===== config.mk =====
export PLATFORM = sky130hd
export DESIGN_NAME = gtc_ram
export DESIGN_NICKNAME = d
export VERILOG_FILES = /design/src/hw/rtl/gtc_ram.sv
export SDC_FILE = /design/constraint.sdc
export NUM_CORES = 2
export LEC_CHECK = 0
export ABC_CLOCK_PERIOD_IN_PS = 3300
export BUFFER_PORTS_ARGS = -buffer_cell sky130_fd_sc_hd__buf_4
export CORE_AREA = 3 3 354 356
export CTS_CLUSTER_DIAMETER = 200
export DETAILED_ROUTE_END_ITERATION = 8
export DIE_AREA = 0 0 357 359
export GPL_ROUTABILITY_DRIVEN = 0
export PLACE_DENSITY = 0.85
export SYNTH_ARGS = -nofsm -noshare
export SYNTH_HDL_FRONTEND = slang
export SYNTH_SLANG_ARGS = --single-unit

===== constraint.sdc =====
create_clock -name clk -period 3.3 [get_ports clk]
set_clock_uncertainty 0.15 [all_clocks]
set_input_delay 0.165 -clock clk [delete_from_list [all_inputs] [get_ports clk]]
set_output_delay 0.165 -clock clk [all_outputs]
set_load 0.05 [all_outputs]

===== src/hw/rtl/gtc_ram.sv =====
// Generic single-write, single-read synchronous RAM with registered read data.
module gtc_ram #(
  parameter int WIDTH = 8,
  parameter int DEPTH = 256,
  parameter int AW    = 8
) (
  input  logic             clk,
  input  logic             we,
  input  logic [AW-1:0]    waddr,
  input  logic [WIDTH-1:0] wdata,
  input  logic [AW-1:0]    raddr,
  output logic [WIDTH-1:0] rdata
);

  logic [WIDTH-1:0] mem [DEPTH];

  always_ff @(posedge clk) begin
    if (we) begin
      mem[waddr] <= wdata;
    end
    rdata <= mem[raddr];
  end

endmodule


==> impl_metrics.toml <==
[sta]
maxSlewViolCount = 0
maxSlewHeadroom_pct = 8.92
tightest_slew_ns = 1.35
finalSetupViolations = 0
grt_setup_unrepaired = "no"
finalCritPeriodShare_pct = 95.8
hold_viol_final = 0
fin_crit_ns = 3.16
fmax_ghz = 0.316

[floorplanning]
coreArea_sq_mm = 0.122
die_h_um = 359
io-pin-count = 34
start_util_pct = 65.2
die-area_sq_mm = 0.128
die_w_um = 357
rows = 128

[global_routing]
overflow = 0
grt_pass1_vias = 44830
antenna_found_initial = 12
grt_max_degree = 148
grt_pass1_wl_um = 324000
groute.usage.overall_pct = 35.4

[synth]
syn_area_sq_mm = 0.0796
synth-edff-count = 2048
synth_cells = 3733
yosys_warnings = 0
postSynthAreaPerCell_sq_um = 21.3
ys_ff_latch = 2056
synth_flop_cell = "edfxtp_1"
syn-num-nets = 3759
synthDistinctLibCells = 55
ys_seq_area_share_pct = 77.5
synthArstFlopShare_pct = 0

[placed_design]
dp_hpwl_um = 125000
place_area_sq_mm = 0.0838
port_buffers = 33

[cts]
cts_resized = 0
cts_buffers = 191
clock_sinks = 2056
post_cts_buffers = 0
clk_latency_ns = 0.82
cts.path.max_buffers = 3
postCtsHoldBufs = 13
cts_root_buf = "clkbuf_16"
cts_max_level = 4
cts_tree = "built"
clk_pin_slew_ns = 0.07

[layout]
syn_to_final_growth_pct = 13.3
final_common_cell = "edfxtp_1"
fillers = 6041
layout_common_cells = "edfxtp_1 (2048), mux4_2 (454), buf_4 (354), nor2_1 (279), clkbuf_16 (195)"
fin_nets = 4135
final_util_pct = 73.8
drive_gt1_share_pct = 27.1
stdcell_area_sq_mm = 0.0901

[detailed_routing]
drt_pass1_iterations = 7
top_layer_used = "met5"
detail_route.vias_per_cell = 7.51
vias = 44302
wl_met1_um = 68700
routed_wl_um = 223000
wl_met2_um = 104000
wl_met3_um = 33500
drtAntennaViolNets = 0
drc = 0
wl_per_cell_um = 37.8
first_iter_violations = 8905

[worst_setup_path]
arrival_ns = 3.61
path_max_fanout = 10
worst_setup_path_end_kind = "flip-flop"
critPathLaunchType = "input port"
cp.required_ns = 3.75
path_class = "input port to flip-flop"

[power_and_ir_drop]
powerDensity_mw_per_mm2 = 600
vdd_ir_drop_max_v = 0.000596
leakagePower_nw = 28.6

[hold_path]
hp-class = "input port to flip-flop"

[job]
drv_cap = 0

[run_status]
status = "completed"
[power breakdown]
part           internal, W  leakage, nW  switching [W]
combinational      0.00102         7.07        0.00194
clock               0.0124         3.04        0.00985
sequential          0.0288         18.5      0.0000814
[worst max-delay path, stage by stage]
cell and delay [ns]:
dlygate4sd3_1 0.53, buf_4 0.25, nand2_1 0.21, a21oi_1 0.78
nor3_1 0.31, nor4_1 1.19, nor4_1 0.17
[synthesized netlist by cell type (all sizes together), types with 10 or more instances]
master     n  area [sq um]
o211ai    10          75.1
o221ai    47           418
a21oi     96           480
a221oi    14           129
o21ai     12          60.1
buf      122          1030
nor2     282          1060
nor2b     31           194
nor4      27           188
edfxtp  2048         61500
o22ai     28           175
nand2     33           124
clkbuf   111           417
a22oi    133           998
mux4     456         10300
nand3     34           170
mux2i    134          1340
nand4     10          62.6
a211oi    16           120
nor3      22           110
[through the flow]
step	std cells	TNS (ns)	setup slack (ns)	hold WS (ns)	power [W]
after floorplan	3733	0	1.05	0.114	0.0308
after global placement	5528	-0.235	-0.187	0.379	0.0321
after detailed placement	5528	-0.436	-0.218	0.387	0.0322
after CTS	5891	0	0.183	0.00469	0.0539
after global routing	5891	0	0.301	0.0504	0.0549
final	5898	0	0.139	0.0404	0.0540
[sequential cells by signal, indices dropped and copies added, names as in the netlist]
| signal | flops |
|---|---|
| mem | 2048 |
| rdata | 8 |
[final timing paths]
check / startpoint / slack, ns / cells after the start / to
max reg2reg: mem[204][7] / 0.18 / 5 / rdata[7]
max: raddr[6] / 0.14 / 7 / rdata[7]
min: wdata[6] / 0.04 / 1 / mem[145][6]
min reg2reg: mem[40][3] / 0.93 / 6 / rdata[3]
[routing by layer]
layer  vias up  GRT usage, %
met5         -         0.151
met4        14          19.9
met3      1108          10.3
met2      4784          54.1
met1     21962          46.6
li1      16434             -
[final cells by class]
type                    count  area [sq um]  share of cell area, %
repair buffers            416          3710                   4.12
diodes                      7          17.5                 0.0194
clock buffers             227          5010                   5.56
clock inverters           123          1180                   1.31
well taps                1625          2030                   2.26
inverters                   2          7.51                0.00833
flip-flops and latches   2056         61700                   68.4
multi-input cells        1442         16500                   18.3
[logic make-up after synthesis]
group,Yosys count,synth area share [%]
DFF,2056,77.5
muxes,591,14.6
and+or+nand+nor,466,2.63
AOI/OAI and AO/OA,385,3.42
buffers and inverters,235,1.83
Note: power is estimated with default switching activity, not from simulation.
