`src/hw/rtl/gtc_pkg.sv`:
```
// Shared constants, request codes and control structs for the graph tree checker.
package gtc_pkg;

  localparam int NODE_W        = 8;
  localparam int NODE_SPACE    = 256;
  localparam int NCOUNT_W      = 9;
  localparam int EDGE_W        = 2 * NODE_W;
  localparam int DEF_MAX_NODES = 256;

  localparam logic REQ_EDGE   = 1'b0;
  localparam logic REQ_FINISH = 1'b1;

  typedef struct packed {
    logic                go;
    logic [NCOUNT_W-1:0] node_count;
  } gtc_walk_req_t;

  typedef struct packed {
    logic busy;
    logic done;
    logic pass;
  } gtc_walk_sts_t;

endpackage

```
`src/hw/rtl/gtc_ram.sv`:
```
// Generic single-write, single-read synchronous RAM with registered read data.
module gtc_ram #(
  parameter int WIDTH = 8,
  parameter int DEPTH = 256,
  parameter int AW    = 8
) (
  input  logic             clk,
  input  logic             we,
  input  logic [AW-1:0]    waddr,
  input  logic [WIDTH-1:0] wdata,
  input  logic [AW-1:0]    raddr,
  output logic [WIDTH-1:0] rdata
);

  logic [WIDTH-1:0] mem [DEPTH];

  always_ff @(posedge clk) begin
    if (we) begin
      mem[waddr] <= wdata;
    end
    rdata <= mem[raddr];
  end

endmodule

```
`src/hw/rtl/gtc_walk.sv`:
```
// Walk sequencer: depth-first reachability over the stored edges, then visited sweep.
module gtc_walk
  import gtc_pkg::*;
#(
  parameter int MAX_NODES = DEF_MAX_NODES,
  parameter int CNT_W     = $clog2(MAX_NODES)
) (
  input  logic                clk,
  input  logic                rst,
  input  gtc_walk_req_t       req,
  input  logic [CNT_W-1:0]    edge_total,
  output logic [CNT_W-1:0]    edge_raddr,
  input  logic [EDGE_W-1:0]   edge_rdata,
  output gtc_walk_sts_t       sts
);

  localparam int NA_W = $clog2(NODE_SPACE);

  logic [3:0]          st;
  logic [CNT_W-1:0]    ei;
  logic [CNT_W-1:0]    etot;
  logic [NCOUNT_W-1:0] n;
  logic [NCOUNT_W-1:0] sp;
  logic [NCOUNT_W-1:0] cnt;
  logic [NODE_W-1:0]   u;
  logic [NODE_W-1:0]   v;
  logic                ok;

  // state codes on the 4-bit state vector
  localparam logic [3:0] T_CLR    = 4'd0;
  localparam logic [3:0] T_IDLE   = 4'd1;
  localparam logic [3:0] T_SEED   = 4'd2;
  localparam logic [3:0] T_POP    = 4'd3;
  localparam logic [3:0] T_POPW   = 4'd4;
  localparam logic [3:0] T_EREAD  = 4'd5;
  localparam logic [3:0] T_EMATCH = 4'd6;
  localparam logic [3:0] T_VTEST  = 4'd7;
  localparam logic [3:0] T_CHECK  = 4'd8;

  logic                vis_we;
  logic [NA_W-1:0]     vis_waddr;
  logic [0:0]          vis_wdata;
  logic [NA_W-1:0]     vis_raddr;
  logic [0:0]          vis_rdata;
  logic                stk_we;
  logic [NA_W-1:0]     stk_waddr;
  logic [NODE_W-1:0]   stk_wdata;
  logic [NA_W-1:0]     stk_raddr;
  logic [NODE_W-1:0]   stk_rdata;

  logic [NODE_W-1:0]   ea;
  logic [NODE_W-1:0]   eb;
  logic                hit_a;
  logic                hit_b;
  logic [NODE_W-1:0]   v_sel;
  logic                last_edge;
  logic [NCOUNT_W-1:0] sp_m1;
  logic [NCOUNT_W-1:0] cnt_m1;
  logic                chk_fail;
  logic                range_bad;

  assign ea        = edge_rdata[EDGE_W-1:NODE_W];
  assign eb        = edge_rdata[NODE_W-1:0];
  assign hit_a     = (ea == u);
  assign hit_b     = (eb == u);
  assign v_sel     = hit_a ? eb : ea;
  assign last_edge = (ei == etot - 1'b1);
  assign sp_m1     = sp - 1'b1;
  assign cnt_m1    = cnt - 1'b1;
  assign range_bad = ({1'b0, ea} >= n) || ({1'b0, eb} >= n);
  assign chk_fail  = (cnt != '0) && (cnt_m1 < n) && !vis_rdata[0];

  always_comb begin
    edge_raddr = ei;
    vis_we     = 1'b0;
    vis_waddr  = v;
    vis_wdata  = 1'b0;
    vis_raddr  = v;
    stk_we     = 1'b0;
    stk_waddr  = sp[NA_W-1:0];
    stk_wdata  = v;
    stk_raddr  = sp_m1[NA_W-1:0];
    sts.busy   = (st != T_IDLE);
    sts.done   = 1'b0;
    sts.pass   = ok & ~chk_fail;
    unique case (st)
      T_CLR: begin
        vis_we    = 1'b1;
        vis_waddr = cnt[NA_W-1:0];
      end
      T_IDLE: begin
        edge_raddr = '0;
      end
      T_SEED: begin
        vis_we    = 1'b1;
        vis_waddr = ea;
        vis_wdata = 1'b1;
        stk_we    = 1'b1;
        stk_waddr = '0;
        stk_wdata = ea;
      end
      T_EMATCH: begin
        vis_raddr = v_sel;
      end
      T_VTEST: begin
        if (!vis_rdata[0]) begin
          vis_we    = 1'b1;
          vis_wdata = 1'b1;
          stk_we    = 1'b1;
        end
      end
      T_CHECK: begin
        vis_raddr = cnt[NA_W-1:0];
        vis_we    = (cnt != '0);
        vis_waddr = cnt_m1[NA_W-1:0];
        sts.done  = (cnt == NCOUNT_W'(NODE_SPACE));
      end
      default: begin
      end
    endcase
  end

  always_ff @(posedge clk) begin
    if (rst) begin
      st  <= T_CLR;
      cnt <= '0;
      ei  <= '0;
      sp  <= '0;
      ok  <= 1'b0;
    end else begin
      unique case (st)
        T_CLR: begin
          cnt <= cnt + 1'b1;
          if (cnt[NA_W-1:0] == NA_W'(NODE_SPACE - 1)) begin
            st <= T_IDLE;
          end
        end
        T_IDLE: begin
          if (req.go) begin
            n    <= req.node_count;
            etot <= edge_total;
            ei   <= '0;
            st   <= T_SEED;
          end
        end
        T_SEED: begin
          sp <= NCOUNT_W'(1);
          ok <= 1'b1;
          st <= T_POP;
        end
        T_POP: begin
          if (sp == '0) begin
            cnt <= '0;
            st  <= T_CHECK;
          end else begin
            sp <= sp_m1;
            st <= T_POPW;
          end
        end
        T_POPW: begin
          u  <= stk_rdata;
          ei <= '0;
          st <= T_EREAD;
        end
        T_EREAD: begin
          st <= T_EMATCH;
        end
        T_EMATCH: begin
          if (range_bad) begin
            ok <= 1'b0;
          end
          if (hit_a || hit_b) begin
            v  <= v_sel;
            st <= T_VTEST;
          end else if (last_edge) begin
            st <= T_POP;
          end else begin
            ei <= ei + 1'b1;
            st <= T_EREAD;
          end
        end
        T_VTEST: begin
          if (!vis_rdata[0]) begin
            sp <= sp + 1'b1;
          end
          if (last_edge) begin
            st <= T_POP;
          end else begin
            ei <= ei + 1'b1;
            st <= T_EREAD;
          end
        end
        T_CHECK: begin
          if (chk_fail) begin
            ok <= 1'b0;
          end
          if (cnt == NCOUNT_W'(NODE_SPACE)) begin
            ei <= '0;
            st <= T_IDLE;
          end else begin
            cnt <= cnt + 1'b1;
          end
        end
        default: begin
          st <= T_IDLE;
        end
      endcase
    end
  end

  gtc_ram #(
    .WIDTH (1),
    .DEPTH (NODE_SPACE),
    .AW    (NA_W)
  ) u_visited (
    .clk   (clk),
    .we    (vis_we),
    .waddr (vis_waddr),
    .wdata (vis_wdata),
    .raddr (vis_raddr),
    .rdata (vis_rdata)
  );

  gtc_ram #(
    .WIDTH (NODE_W),
    .DEPTH (NODE_SPACE),
    .AW    (NA_W)
  ) u_stack (
    .clk   (clk),
    .we    (stk_we),
    .waddr (stk_waddr),
    .wdata (stk_wdata),
    .raddr (stk_raddr),
    .rdata (stk_rdata)
  );

endmodule

```
`config.mk`:
```
export PLATFORM = sky130hd
export DESIGN_NAME = gtc_walk
export DESIGN_NICKNAME = d
export VERILOG_FILES = /design/src/hw/rtl/gtc_pkg.sv /design/src/hw/rtl/gtc_ram.sv /design/src/hw/rtl/gtc_walk.sv
export SDC_FILE = /design/constraint.sdc
export NUM_CORES = 2
export LEC_CHECK = 0
export BUFFER_PORTS_ARGS = -buffer_cell sky130_fd_sc_hd__clkbuf_2
export CORE_MARGIN = 2
export CORE_UTILIZATION = 30
export CTS_CLUSTER_SIZE = 8
export DETAILED_ROUTE_END_ITERATION = 10
export GPL_TIMING_DRIVEN = 0
export PLACE_DENSITY = 0.51
export SLEW_MARGIN = 30
export SYNTH_ARGS = -nofsm -noshare
export SYNTH_HDL_FRONTEND = slang
export SYNTH_SLANG_ARGS = --single-unit
```
`constraint.sdc`:
```
create_clock -name clk -period 23.2 [get_ports clk]
set_clock_uncertainty 0.15 [all_clocks]
set_input_delay 1.16 -clock clk [delete_from_list [all_inputs] [get_ports clk]]
set_output_delay 1.16 -clock clk [all_outputs]
set_load 0.005 [all_outputs]
```
==> metrics <==
status finished, final reports clean; clock-pin slew of the registers on the worst-case setup and hold paths 0.05 ns; GRT Residual Overflow 0; CTS buffer count 340; warnings from Yosys 0; largest net degree at the start of global routing 152; Seq/Total Area, Yosys 74.9%; Fillers 29,200; RSZ-0062 raised after global routing no; Root Buffer clkbuf_16; cell area after layout 111,000 um^2; ANT nets after route 0; crit path time final 7.76 ns; Die Wd 566 um; Final GP Congestion 0.844; buffers added on ports 45; die height 566 um; via count 49,300; initial core utilization 30.1%; worst setup path class reg -> reg; TritonCTS clock tree yes; Avg Cell Area, Syn 19.7 um^2; Setup Buffers After CTS 0; Via density 5.18; area of the die 320,000 um^2; Internal Power 7310 uW; DRT Wirelength 270 mm; Cell Rows 206; final cell utilization of the core 35.4%; Hold Path Class reg -> reg; r2r setup slk 15.44 ns; H-tree levels 5; Synth Register Bits 2,377; max-slew violation count 0; Post-DP Area 102,000 um^2; Hold-fix buffers, CTS 0; Async SR Flop Fraction 0%; Clock power frac 48.3%; number of synthesized flops with an enable pin 2,337; synthesized cell area 94,800 um^2; P per Cell Area 81.5 nW/um^2; Final period util 33.5%; Main synth FF type edfxtp_1; MaxCap Viol Count 0; switch share 19.5%; Worst setup EP type register; crit path launch type register; Setup violations, final 0; GRT Total Usage 16.5%; drt wl/cell 28.4 um; Max Freq 0.129 GHz; core area 315,000 um^2; wire length of the first global-routing pass 380 mm; Mapped Nets 4,888; Seq pwr share 51.3%; CTS Buffer Depth 4; CP required 23.71 ns; DRT iter0 DRCs 5,752; synth unique cells 66; max_slew headroom 26.0%; DRT Pass-1 Iters 6; top fanout value on the critical path 11; Worst Max-Slew Pin Slew 1.11 ns; Gate power share 0.4%; detailed placer's ending HPWL 183 mm; io pins 47; area grow syn2layout 17.4%; initial antenna violation count 13; layout cells sized above 1 25.0%; fin nets 5,350; worst ir drop on vdd 0.0000546 V; Clock Latency Late Sink 0.87 ns; DRC viols 0; Post-Synthesis Cells 4,822; post_cts resized 0; P_sw 1770 uW; Critical Path AT 8.27 ns; vias in the first global route 50,100; leakage power 0.0334 uW; Fin. Hold Viols 0; clock sink total 2,377
logic make-up (layout without fill, tap and decap cells):
logic type | count (synthesis) | count (layout) | share of synthesized area, %
and+or+nand+nor | 1159 | 1159 | 5.10
adders and majority gates | 30 | 30 | 0.396
AOI/OAI and AO/OA | 172 | 172 | 1.28
other | 0 | 7 | 0
buffers and inverters | 314 | 838 | 1.29
DFF | 2377 | 2377 | 74.9
xor gates and xnor gates | 57 | 57 | 0.527
muxes | 713 | 713 | 16.5
registers in the layout (all words and copies together) (netlist names), 4 cells and up:
signal         cells
u_stack.rdata      8
n                  9
u                  8
etot               8
u_visited.mem    256
ei                 8
st                 4
u_stack.mem     2048
sp                 9
v                  8
cnt                9
per-stage QoR:
stage | total power, uW | TNS, ns | worst slack (ns) | hold slack, ns | instances
floorplan | 4760 | 0 | 9.73 | 0.236 | 4822
global placement | 4770 | -1018.92 | -4.01 | 0.250 | 9027
detailed placement | 4770 | 0 | 15.59 | 0.249 | 9102
CTS | 9150 | 0 | 15.53 | 0.255 | 9506
global route | 9320 | 0 | 15.41 | 0.264 | 9507
finish | 9070 | 0 | 15.44 | 0.253 | 9513
synthesized netlist by cell type (6+ instances only):
cell	instances	share of area [%]
o21ai_0	24	0.13
a221oi_1	6	0.055
nor4_1	11	0.073
nand2_1	337	1.3
a32oi_1	12	0.11
xor2_1	27	0.25
nand3_1	84	0.44
a31oi_1	26	0.17
nand2b_1	10	0.066
a32o_1	7	0.074
a211oi_1	6	0.048
nor2b_1	11	0.073
clkbuf_1	204	0.81
mux4_2	680	16
mux2i_1	28	0.30
buf_1	59	0.23
a311oi_1	7	0.065
nor2_1	599	2.4
inv_1	25	0.099
or3_1	13	0.086
dfxtp_1	40	0.84
xnor2_1	30	0.28
nand4_1	31	0.20
a21o_1	6	0.048
and2_1	16	0.11
nor3_1	18	0.095
a2111oi_0	7	0.065
buf_2	22	0.12
a21oi_1	29	0.15
edfxtp_1	2337	74
o21a_1	6	0.048
a22oi_1	6	0.048
and3_1	7	0.046
ha_1	30	0.40
layer usage:
layer / wire, um / part of all wire (%) / vias up / track usage, %
met5: 0 / 0 / - / 0
met4: 8260 / 3.1 / 0 / 5.25
met3: 18000 / 6.7 / 438 / 2.92
met2: 128000 / 47 / 2036 / 26.5
met1: 116000 / 43 / 26500 / 22.8
li1: - / - / 20400 / -
worst paths after layout:
kind,endpoint,startpoint,cells past startpoint
max,u_stack.rdata[2]$_DFF_P_,sp[0]$_SDFFE_PP0P_,13
min,u[0]$_DFFE_PP_,u_stack.rdata[0]$_DFF_P_,0
max reg2reg,u_stack.rdata[2]$_DFF_P_,sp[0]$_SDFFE_PP0P_,13
min reg2reg,u[0]$_DFFE_PP_,u_stack.rdata[0]$_DFF_P_,0
critical path, stage by stage (launching register included):
cell	delay, ns
dfxtp_1	0.33
clkbuf_2	0.45
buf_2	0.52
buf_2	0.48
clkbuf_1	0.63
inv_1	0.31
ha_1	0.37
clkbuf_2	0.41
clkbuf_1	0.79
clkbuf_1	0.78
mux4_2	0.46
mux4_2	0.62
mux4_2	0.57
mux4_2	0.60
final cells by class:
class                   instances  area [um^2]  share of cell area [%]
diodes                          7         17.5                  0.0157
plain buffers                 289         1260                    1.13
clock buffers                 385         8800                    7.91
clock inverters                19          275                   0.247
inverters                      25          101                  0.0911
multi-input cells            2131        22800                    20.4
flip-flops and latches       2377        71000                    63.8
well taps                    4160         5200                    4.68
repair buffers                120         1880                    1.69
cell usage in the layout, fill, tap and decap left out, types with 8 or more instances in the layout:
| master | synthesis | routed |
|---|---|---|
| xor2_1 | 27 | 26 |
| o21ai_0 | 24 | 23 |
| buf_1 | 59 | 13 |
| buf_16 | 0 | 37 |
| nor4_1 | 11 | 8 |
| a21oi_1 | 29 | 27 |
| edfxtp_1 | 2337 | 2337 |
| buf_2 | 22 | 65 |
| clkbuf_16 | 0 | 345 |
| clkbuf_2 | 0 | 106 |
| mux4_2 | 680 | 680 |
| nand4_1 | 31 | 31 |
| mux2i_1 | 28 | 28 |
| a32oi_1 | 12 | 12 |
| xnor2_1 | 30 | 28 |
| buf_12 | 0 | 28 |
| a31oi_1 | 26 | 25 |
| nand2b_1 | 10 | 10 |
| inv_1 | 25 | 24 |
| dfxtp_1 | 40 | 40 |
| ha_1 | 30 | 30 |
| nand2_1 | 337 | 330 |
| clkbuf_1 | 204 | 188 |
| nor3_1 | 18 | 11 |
| and2_1 | 16 | 16 |
| nor2_1 | 599 | 597 |
| or3_1 | 13 | 13 |
| nor2b_1 | 11 | 11 |
| nand3_1 | 84 | 84 |
power by group through the flow:
stage	sequential [uW]	combinational, uW	clock, uW
2_1_floorplan	4730	20.7	0
3_3_place_gp	4730	37.6	0
3_5_place_dp	4730	37.9	0
4_1_cts	4650	38.2	4460
5_1_grt	4650	42.2	4630
6_report	4650	38.7	4380
Note: power is estimated with default switching activity, not from simulation.
